**config.mk**
```make
export PLATFORM = sky130hd
export DESIGN_NAME = weighted_round_robin_policy_pick_core
export DESIGN_NICKNAME = d
export VERILOG_FILES = /design/src/hw/rtl/wrrp_pkg.sv /design/src/hw/rtl/weighted_round_robin_policy_pick_core.sv
export VERILOG_INCLUDE_DIRS = /design/src /design/src/hw/rtl
export SDC_FILE = /design/constraint.sdc
export NUM_CORES = 1
export LEC_CHECK = 0
export ABC_AREA = 1
export BUFFER_PORTS_ARGS = -buffer_cell sky130_fd_sc_hd__buf_2
export CORE_UTILIZATION = 40
export DETAILED_ROUTE_END_ITERATION = 6
export GPL_TIMING_DRIVEN = 0
export HOLD_SLACK_MARGIN = 0.03
export PLACE_DENSITY = 0.67
export SYNTH_ARGS = -nofsm -noshare
export SYNTH_HDL_FRONTEND = slang
export SYNTH_SLANG_ARGS = --single-unit
```
**constraint.sdc**
```tcl
create_clock -name clk -period 4 [get_ports clk]
set_input_delay 0.4 -clock clk [delete_from_list [all_inputs] [get_ports clk]]
set_output_delay 0.4 -clock clk [all_outputs]
set_load 0.02 [all_outputs]
```
**src/hw/rtl/weighted_round_robin_policy_pick_core_defines.svh**
```systemverilog
// Assertion macros for the weighted round-robin pick core.
// Included by the top level only; bodies are empty under SYNTHESIS.
`ifndef WEIGHTED_ROUND_ROBIN_POLICY_PICK_CORE_DEFINES_SVH
`define WEIGHTED_ROUND_ROBIN_POLICY_PICK_CORE_DEFINES_SVH

`ifndef SYNTHESIS
`define WRRP_ASSERT(lbl, prop, msg) \
    lbl: assert property (@(posedge clk) disable iff (!rst_n) prop) else $error(msg);
`define WRRP_ASSERT_ALWAYS(lbl, prop, msg) \
    lbl: assert property (@(posedge clk) prop) else $error(msg);
`else
`define WRRP_ASSERT(lbl, prop, msg)
`define WRRP_ASSERT_ALWAYS(lbl, prop, msg)
`endif

`endif

```
**src/hw/rtl/wrrp_pkg.sv**
```systemverilog
// Shared types and constants for the weighted round-robin pick core.
// No dependencies.
package wrrp_pkg;

    localparam int NUM_QUEUES  = 6;   // 2..8
    localparam int BUSY_W      = 6;   // busy bits carried per word
    localparam int WEIGHT_REGS = 6;   // writable weight registers
    localparam int QUEUE_W     = 3;
    localparam int WEIGHT_W    = 8;
    localparam int CFG_IDX_W   = 3;
    localparam int IN_DATA_W   = 8;
    localparam int OUT_DATA_W  = 8;

    typedef logic [QUEUE_W-1:0]  queue_t;
    typedef logic [WEIGHT_W-1:0] weight_t;

    localparam weight_t WEIGHT_RESET = weight_t'(1);

    function automatic queue_t next_queue(input queue_t q);
        queue_t n;
        begin
            if (q == queue_t'(NUM_QUEUES - 1))
            begin
                n = '0;
            end
            else
            begin
                n = q + queue_t'(1);
            end
            return n;
        end
    endfunction

endpackage

```
**src/hw/rtl/weighted_round_robin_policy_pick_core.sv**
```systemverilog
// Weighted round-robin pick core: input register, combinational rotating search,
// result register. Depends on wrrp_pkg and the defines header.
// Usage:
//   s_axis carries one request word per handshake: busy mask of the queues
//   and the track-full flag. m_axis returns one decision word per request:
//   grant valid flag and granted queue index (0 when nothing granted).
//   Weights are written through cfg_wen/cfg_idx/cfg_wdata, index i selects
//   the weight of queue i; indexes beyond the last weight are ignored.
//   Weights should only change while no request is in flight.
// Timing:
//   The result word follows the input handshake through the input register
//   and then the result register. One word per cycle is sustained while
//   m_axis_tready stays high; the only loop is the turn count and current
//   queue, closed through the combinational rotating priority search.
// Reset:
//   rst_n clears both stages, sets every weight to 1, the current queue to 0
//   and the turn count to 1.
// Backpressure:
//   When m_axis_tready is low the result word holds, the input register
//   holds behind it and s_axis_tready drops once both are full.
`include "weighted_round_robin_policy_pick_core_defines.svh"

module weighted_round_robin_policy_pick_core
(
    input  logic                              clk,
    input  logic                              rst_n,
    // configuration
    input  logic                              cfg_wen,
    input  logic [wrrp_pkg::CFG_IDX_W-1:0]    cfg_idx,
    input  logic [wrrp_pkg::WEIGHT_W-1:0]     cfg_wdata,
    // request words
    input  logic                              s_axis_tvalid,
    output logic                              s_axis_tready,
    input  logic [wrrp_pkg::IN_DATA_W-1:0]    s_axis_tdata,  // [5:0] busy_mask, [6] track_full
    // decision words
    output logic                              m_axis_tvalid,
    input  logic                              m_axis_tready,
    output logic [wrrp_pkg::OUT_DATA_W-1:0]   m_axis_tdata   // [0] grant_valid, [3:1] grant_queue
);
    import wrrp_pkg::*;

    logic [BUSY_W-1:0]     in_busy_reg;
    logic                  in_full_reg;
    logic                  in_valid_reg;

    logic                  out_valid_reg;
    logic                  out_grant_reg;
    queue_t                out_queue_reg;

    queue_t                cur_queue_reg;
    queue_t                cur_queue_next;
    weight_t               turns_reg;
    weight_t               turns_next;
    weight_t               weight_reg [NUM_QUEUES];

    logic                  out_free;
    logic                  stage_fire;
    logic [NUM_QUEUES-1:0] eff_busy;
    queue_t                start_queue;
    weight_t               start_turns;
    logic                  found;
    logic                  first_hit;
    queue_t                pick_queue;
    logic                  grant_ok;

    assign out_free      = !out_valid_reg || m_axis_tready;
    assign stage_fire    = in_valid_reg && out_free;
    assign s_axis_tready = !in_valid_reg || out_free;

    // busy bits per queue; queues without a busy bit never request
    genvar gi;
    generate
        for (gi = 0; gi < NUM_QUEUES; gi++)
        begin : g_busy
            if (gi < BUSY_W)
            begin : g_has_bit
                assign eff_busy[gi] = in_busy_reg[gi];
            end
            else
            begin : g_no_bit
                assign eff_busy[gi] = 1'b0;
            end
        end
    endgenerate

    // a spent turn count moves on before the search starts
    always_comb
    begin
        if (turns_reg == '0)
        begin
            start_queue = next_queue(cur_queue_reg);
        end
        else
        begin
            start_queue = cur_queue_reg;
        end
        if (turns_reg == '0)
        begin
            start_turns = weight_reg[start_queue];
        end
        else
        begin
            start_turns = turns_reg;
        end
    end

    // first busy queue in rotation from start_queue
    always_comb
    begin
        logic [QUEUE_W:0] sum;
        queue_t           cand;
        found      = 1'b0;
        first_hit  = 1'b0;
        pick_queue = '0;
        for (int k = 0; k < NUM_QUEUES; k++)
        begin
            sum = {1'b0, start_queue} + (QUEUE_W+1)'(k);
            if (sum >= (QUEUE_W+1)'(NUM_QUEUES))
            begin
                sum = sum - (QUEUE_W+1)'(NUM_QUEUES);
            end
            cand = sum[QUEUE_W-1:0];
            if (!found && eff_busy[cand])
            begin
                found      = 1'b1;
                first_hit  = (k == 0);
                pick_queue = cand;
            end
        end
    end

    assign grant_ok = found && !in_full_reg;

    always_comb
    begin
        cur_queue_next = cur_queue_reg;
        turns_next     = turns_reg;
        if (stage_fire && grant_ok)
        begin
            cur_queue_next = pick_queue;
            if (first_hit)
            begin
                turns_next = start_turns - weight_t'(1);
            end
            else
            begin
                turns_next = weight_reg[pick_queue] - weight_t'(1);
            end
        end
    end

    always_ff @(posedge clk or negedge rst_n)
    begin
        if (!rst_n)
        begin
            in_valid_reg  <= 1'b0;
            out_valid_reg <= 1'b0;
            cur_queue_reg <= '0;
            turns_reg     <= WEIGHT_RESET;
        end
        else
        begin
            if (s_axis_tready)
            begin
                in_valid_reg <= s_axis_tvalid;
            end
            if (out_free)
            begin
                out_valid_reg <= in_valid_reg;
            end
            cur_queue_reg <= cur_queue_next;
            turns_reg     <= turns_next;
        end
    end

    always_ff @(posedge clk)
    begin
        if (s_axis_tready && s_axis_tvalid)
        begin
            in_busy_reg <= s_axis_tdata[BUSY_W-1:0];
            in_full_reg <= s_axis_tdata[BUSY_W];
        end
        if (stage_fire)
        begin
            out_grant_reg <= grant_ok;
            out_queue_reg <= grant_ok ? pick_queue : queue_t'(0);
        end
    end

    // weights; queues without a register keep weight 1
    always_ff @(posedge clk or negedge rst_n)
    begin
        if (!rst_n)
        begin
            for (int i = 0; i < NUM_QUEUES; i++)
            begin
                weight_reg[i] <= WEIGHT_RESET;
            end
        end
        else
        begin
            for (int i = 0; i < NUM_QUEUES; i++)
            begin
                if (cfg_wen && (i < WEIGHT_REGS) && (cfg_idx == CFG_IDX_W'(i)))
                begin
                    weight_reg[i] <= cfg_wdata;
                end
            end
        end
    end

    assign m_axis_tvalid = out_valid_reg;
    assign m_axis_tdata  = {{(OUT_DATA_W-QUEUE_W-1){1'b0}}, out_queue_reg, out_grant_reg};

    `WRRP_ASSERT(a_cur_queue_range,
        {1'b0, cur_queue_reg} < (QUEUE_W+1)'(NUM_QUEUES),
        "current queue out of range")
    `WRRP_ASSERT(a_grant_range,
        (m_axis_tvalid && out_grant_reg) |->
            ({1'b0, out_queue_reg} < (QUEUE_W+1)'(NUM_QUEUES)),
        "granted queue out of range")
    `WRRP_ASSERT(a_state_follows_grant,
        (stage_fire && grant_ok) |=> (cur_queue_reg == out_queue_reg && out_grant_reg),
        "state does not follow grant")
    `WRRP_ASSERT(a_no_grant_holds,
        (stage_fire && !grant_ok) |=>
            ($stable(cur_queue_reg) && $stable(turns_reg) && out_queue_reg == queue_t'(0)),
        "state moved without grant")

endmodule
```
* Word-level counts from Yosys, hierarchy flattened *
Index checks and enable logic that the tools add are counted.
W data, S select, Z words.

storage, ports and cells
  output and inout port bits = 10
  register bits after elaboration = 72
  input bits = 24

operators by class
  multiplexer cells = 45
  bitwise operators = 2
  order comparisons = 14
  reductions and logical operators = 27
  equality and inequality tests = 6
  add/subtract/negate cells = 14

operator list
  operator               number
  $bmux W8 S3            2
  $mux W8                6
  $mux W3                14
  $lt A3 B4 Y1 const B   6
  $ge A4 B3 Y1 const B   5
  $bmux W1 S3            6
  $sub A3 B3 Y3 const B  6
  $mux W1                17
  $sub A8 B1 Y8 const B  2
  $logic_and A1 B1 Y1    15
  $eq A3 B3 Y1 const B   3
  $add A3 B2 Y4 const B  2
  $add A3 B3 Y4 const B  2
  $ge A4 B4 Y1 const B   2
  $logic_not A1 Y1       8
  $logic_not A8 Y1       1
  $not A3 Y4             2
  $eq A3 B2 Y1 const B   2
  $add A3 B1 Y4 const B  1
  $add A3 B1 Y3 const B  1
  $eq A3 B1 Y1 const B   1
  $ge A3 B3 Y1 const B   1
  $logic_not A3 Y1       1
  $logic_or A1 B1 Y1     2

* Logic depth before layout (Yosys ltp) *
  depth after elaboration = 29
  mapped depth = 39

* Worst setup path before layout *
Ideal clock, no wire load.

  kind = reg2reg
  start point = reg turns_reg[1]
  end point = reg turns_reg[2]
  setup time = 0.123 ns
  buffers on the path = 5
  cell stages (with the launch flop) = 37
  required time = 3.877 ns
  data arrival time = 4.154 ns
  period minus slack after synthesis = 4.277 ns
  setup slack = -0.277 ns
  path through = dfrtp_1 > nor2_1 > nand2_1 > nor2_2 > buf_6 > nand2_2 > nand2_4 > buf_8 > buf_2 > buf_1 > ha_1 > nor2_1 > inv_1 > nand3_1 > nand3_1 > nand2_1 > nand2_1 > nand3_2 > nand3_2 > nor2_2 > nand2_1 > inv_1 > nand2_1 > nand2_1 > nand2_1 > nand2_1 > buf_6 > nand3_1 > nand2_1 > nor2_1 > o21ai_2 > inv_2 > ha_1 > inv_1 > nor2_1 > o21ai_0 > nand2_1

between the ends
  longest elaborated chain between the ends = 28
  elaborated cells on any way between the ends = 78
  those cells by class = add/sub: 13; order compare: 6; mux: 44; bitwise: 2; reduce/logical: 13

RTL lines
  item                                                    RTL line                                      RTL
  from (decl)                                             weighted_round_robin_policy_pick_core.sv:52   weight_t turns_reg;
  from (signal assigned)                                  weighted_round_robin_policy_pick_core.sv:172  turns_reg <= turns_next;
  branches (longest 28 deep; another with $add A3 B1 Y4)  -

Parallel ways; which one is timed is not known. The select of a mux whose other input is x is not followed.
A chain may end at the register's enable or synchronous reset.

* Final worst setup path *
  start point = reg turns_reg[0]
  end point = reg turns_reg[4]

The elaborated chain is that of the path after synthesis.

==> impl_metrics.tcl <==
set metrics [dict create \
    critPathMaxFanout 10 \
    outcome "finished with violations" \
    root_buffer "clkbuf_16" \
    area_growth_syn_to_layout_pct 33.41 \
    cpMaxStageDelayCell "dfstp_2" \
    yosys_warnings 0 \
    top_layer_used "met4" \
    cts_tree "yes" \
    synth-seq-cells 72 \
    wire_per_inst_um 15.21 \
    grt-ovfl-total 0 \
    synth_area_leader_cell "dfrtp_1" \
    seq_area_frac_synth_pct 37.09 \
    avgSynthCellArea_um2 6.976 \
    startpoint "turns_reg[0]$_DFFE_PN1P_" \
    syn-instance-count 721 \
    finalWeightedCongestion 0.9029 \
    critPathMaxStageDelay_ps 540 \
    die_x_um 114.1 \
    setup.worst_path.end_class "flop" \
    n_antenna_cell 0 \
    async_reset_ff_share_pct 84.72 \
    antenna_found_initial 0 \
    violations "setup timing" \
    ioPinCount 34 \
    syn-cell-area_um2 5030 \
    grt_max_degree 62 \
    reg2reg_to "turns_reg[4]$_DFFE_PN0P_" \
    cts_max_path_buffers 2 \
    layout.nets 846 \
    path_clk_slew_ps 60 \
    yosysTopAreaCellShare_pct 26.87 \
    reg2reg_slack_ps -180 \
    largest_reg_flops 48 \
    dr.pass1.iters 5 \
    die_y_um 114.1 \
    wl_met1_mm 6.622 \
    arrival_ps 4410 \
    fmax_mhz 239.4 \
    wl_met3_um 738 \
    worstHoldPathType "in -> async" \
    viasPerCell 5.082 \
    clock-skew-final_ps 7.979 \
    drt_iter0_drc 304 \
    drcViolationCount 0 \
    cts_sinks 72 \
    setup_slack_ps -177.2 \
    die-area_um2 13030 \
    clk-insertion-delay-late_ps 350 \
    core_area_um2 12110 \
    wirelength_mm 15.00 \
    fin_hold_ws_ps 127.1 \
    critPathTopFamily "simple AND/OR/NAND/NOR gates" \
    worstMarginPinSlew_ps 758.2 \
    final-setup-viol-count 6 \
    numPortBuffers 28 \
    track_usage_pct 23.74 \
    rsz0062_at_grt "true" \
    dp_hpwl_mm 9.897 \
    path_buf_inv 8 \
    fin_crit_ps 4177 \
    nFillCells 1123 \
    start_util_pct 41.53 \
    drive_above_1_share_pct 31.91 \
    crit_required_ps 4230 \
    criticalPathCategory "reg -> reg" \
    synthDistinctLibCells 43 \
    antenna_left 0 \
    r2r_cells 31 \
    crit_cells 31 \
    min_period_over_period_pct 104.4 \
    wl_met2_mm 7.272 \
    reg2reg_from "turns_reg[0]$_DFFE_PN1P_" \
    grt_pass1_wl_mm 23.93 \
    num_rows 40 \
    synth_edf_count 11 \
    hold_viol_final 0 \
    htree_levels 3 \
    cts_buffers 9 \
    maxCapViolCount 0 \
    relSlewSlack_pct 49.45 \
    crit_end "turns_reg[4]$_DFFE_PN0P_" \
    drv_slew 0 \
    cp-start-kind "flop" \
    synth_ff_type "dfrtp_1" \
    vias 5011 \
    yosys-top-cells-area "dfrtp_1 (27%), nand2_1 (17%), o21ai_0 (8.9%)" \
    grt_pass1_vias 4671 \
]
[cell type report]
| cell class | count | area [um^2] | area share (%) |
|---|---|---|---|
| clock inverters | 5 | 32.53 | 0.4848 |
| multi-input cells | 531 | 3114 | 46.41 |
| well taps | 168 | 210.2 | 3.133 |
| repair buffers | 79 | 540.5 | 8.055 |
| plain buffers | 30 | 304.0 | 4.531 |
| clock buffers | 11 | 275.3 | 4.102 |
| flip-flops and latches | 72 | 1866 | 27.80 |
| inverters | 90 | 367.9 | 5.482 |
[cells in the mapped netlist (all sizes together) (2+ instances only)]
master	n
buf	19
nand3b	6
a21oi	19
inv	88
edfxtp	11
o21ai	104
xor2	3
clkbuf	12
nor2	48
dfrtp	54
nand2	243
clkinv	2
nand3	78
nand4	6
ha	9
o211ai	2
dfstp	7
or2	3
[worst min path at each step]
stage                                               to  slack (ps)                startpoint
after global routing        weight_reg[37]$_DFFE_PN0P_         200                     rst_n
after detailed placement     m_axis_tvalid$_DFFE_PN0P_         470  in_valid_reg$_DFFE_PN0N_
final                       weight_reg[37]$_DFFE_PN0P_         130                     rst_n
after CTS                        eff_busy[4]$_DFFE_PP_         230           s_axis_tdata[4]
after global placement       m_axis_tvalid$_DFFE_PN0P_         460  in_valid_reg$_DFFE_PN0N_
after floorplan           cur_queue_reg[0]$_DFFE_PN0P_         100                     rst_n
[logic make-up after synthesis]
logic type | synth area share [%]
simple gates | 34.65
compound gates | 14.01
buf+inv | 10.95
flops | 37.09
fa+ha+maj | 2.239
xor+xnor | 0.9951
other cells | 0.07456
[stage by stage]
| step | setup WS [ps] | utilization [%] | TNS, ps | std cells | area, um^2 |
|---|---|---|---|---|---|
| 2_1_floorplan | 28.21 | - | 0 | 724 | 5075 |
| 6_report | -177.2 | 55.40 | -708.7 | 986 | 6710 |
| 4_1_cts | -123.5 | 52.07 | -542.1 | 974 | 6306 |
| 5_1_grt | -348.2 | 55.40 | -2159 | 986 | 6710 |
| 3_5_place_dp | -941.9 | 44.79 | -7156 | 920 | 5425 |
| 3_3_place_gp | -911.6 | 44.79 | -6480 | 920 | 5425 |
[metal layers]
layer,vias up,global-route usage (%)
met5,-,0
met4,0,9.177
met3,28,3.653
met2,151,39.88
met1,2335,30.79
li1,2497,-
[placed cells by master, fill, tap and decap left out, types with 4 or more instances in the layout]
cell         n
a21oi_1     17
buf_2       27
buf_4       53
buf_6       10
buf_8        6
clkbuf_1     8
clkbuf_16   13
conb_1       4
dfrtp_1     54
dfstp_2      7
edfxtp_1    11
ha_1         4
ha_4         5
inv_1       65
inv_2       18
nand2_1    194
nand2_2     30
nand2_4     18
nand3_1     50
nand3_2     20
nand3_4      8
nand3b_1     6
nand4_1      4
nor2_1      36
nor2_2       4
nor2_4       8
o21ai_0     85
o21ai_1     10
o21ai_2      7
[repair_timing]
action | in CTS | in global routing
gates resized for setup | 63 | 84
pin swaps | 29 | 55
hold buffers | 0 | 0
setup endpoints to repair | 14 | 11
buffers inserted | 38 | 13
gates cloned | 0 | 0
Power is left out: the tool's default activity adds up to more than one toggle a clock period on the data nets, which glitch-free logic cannot reach.
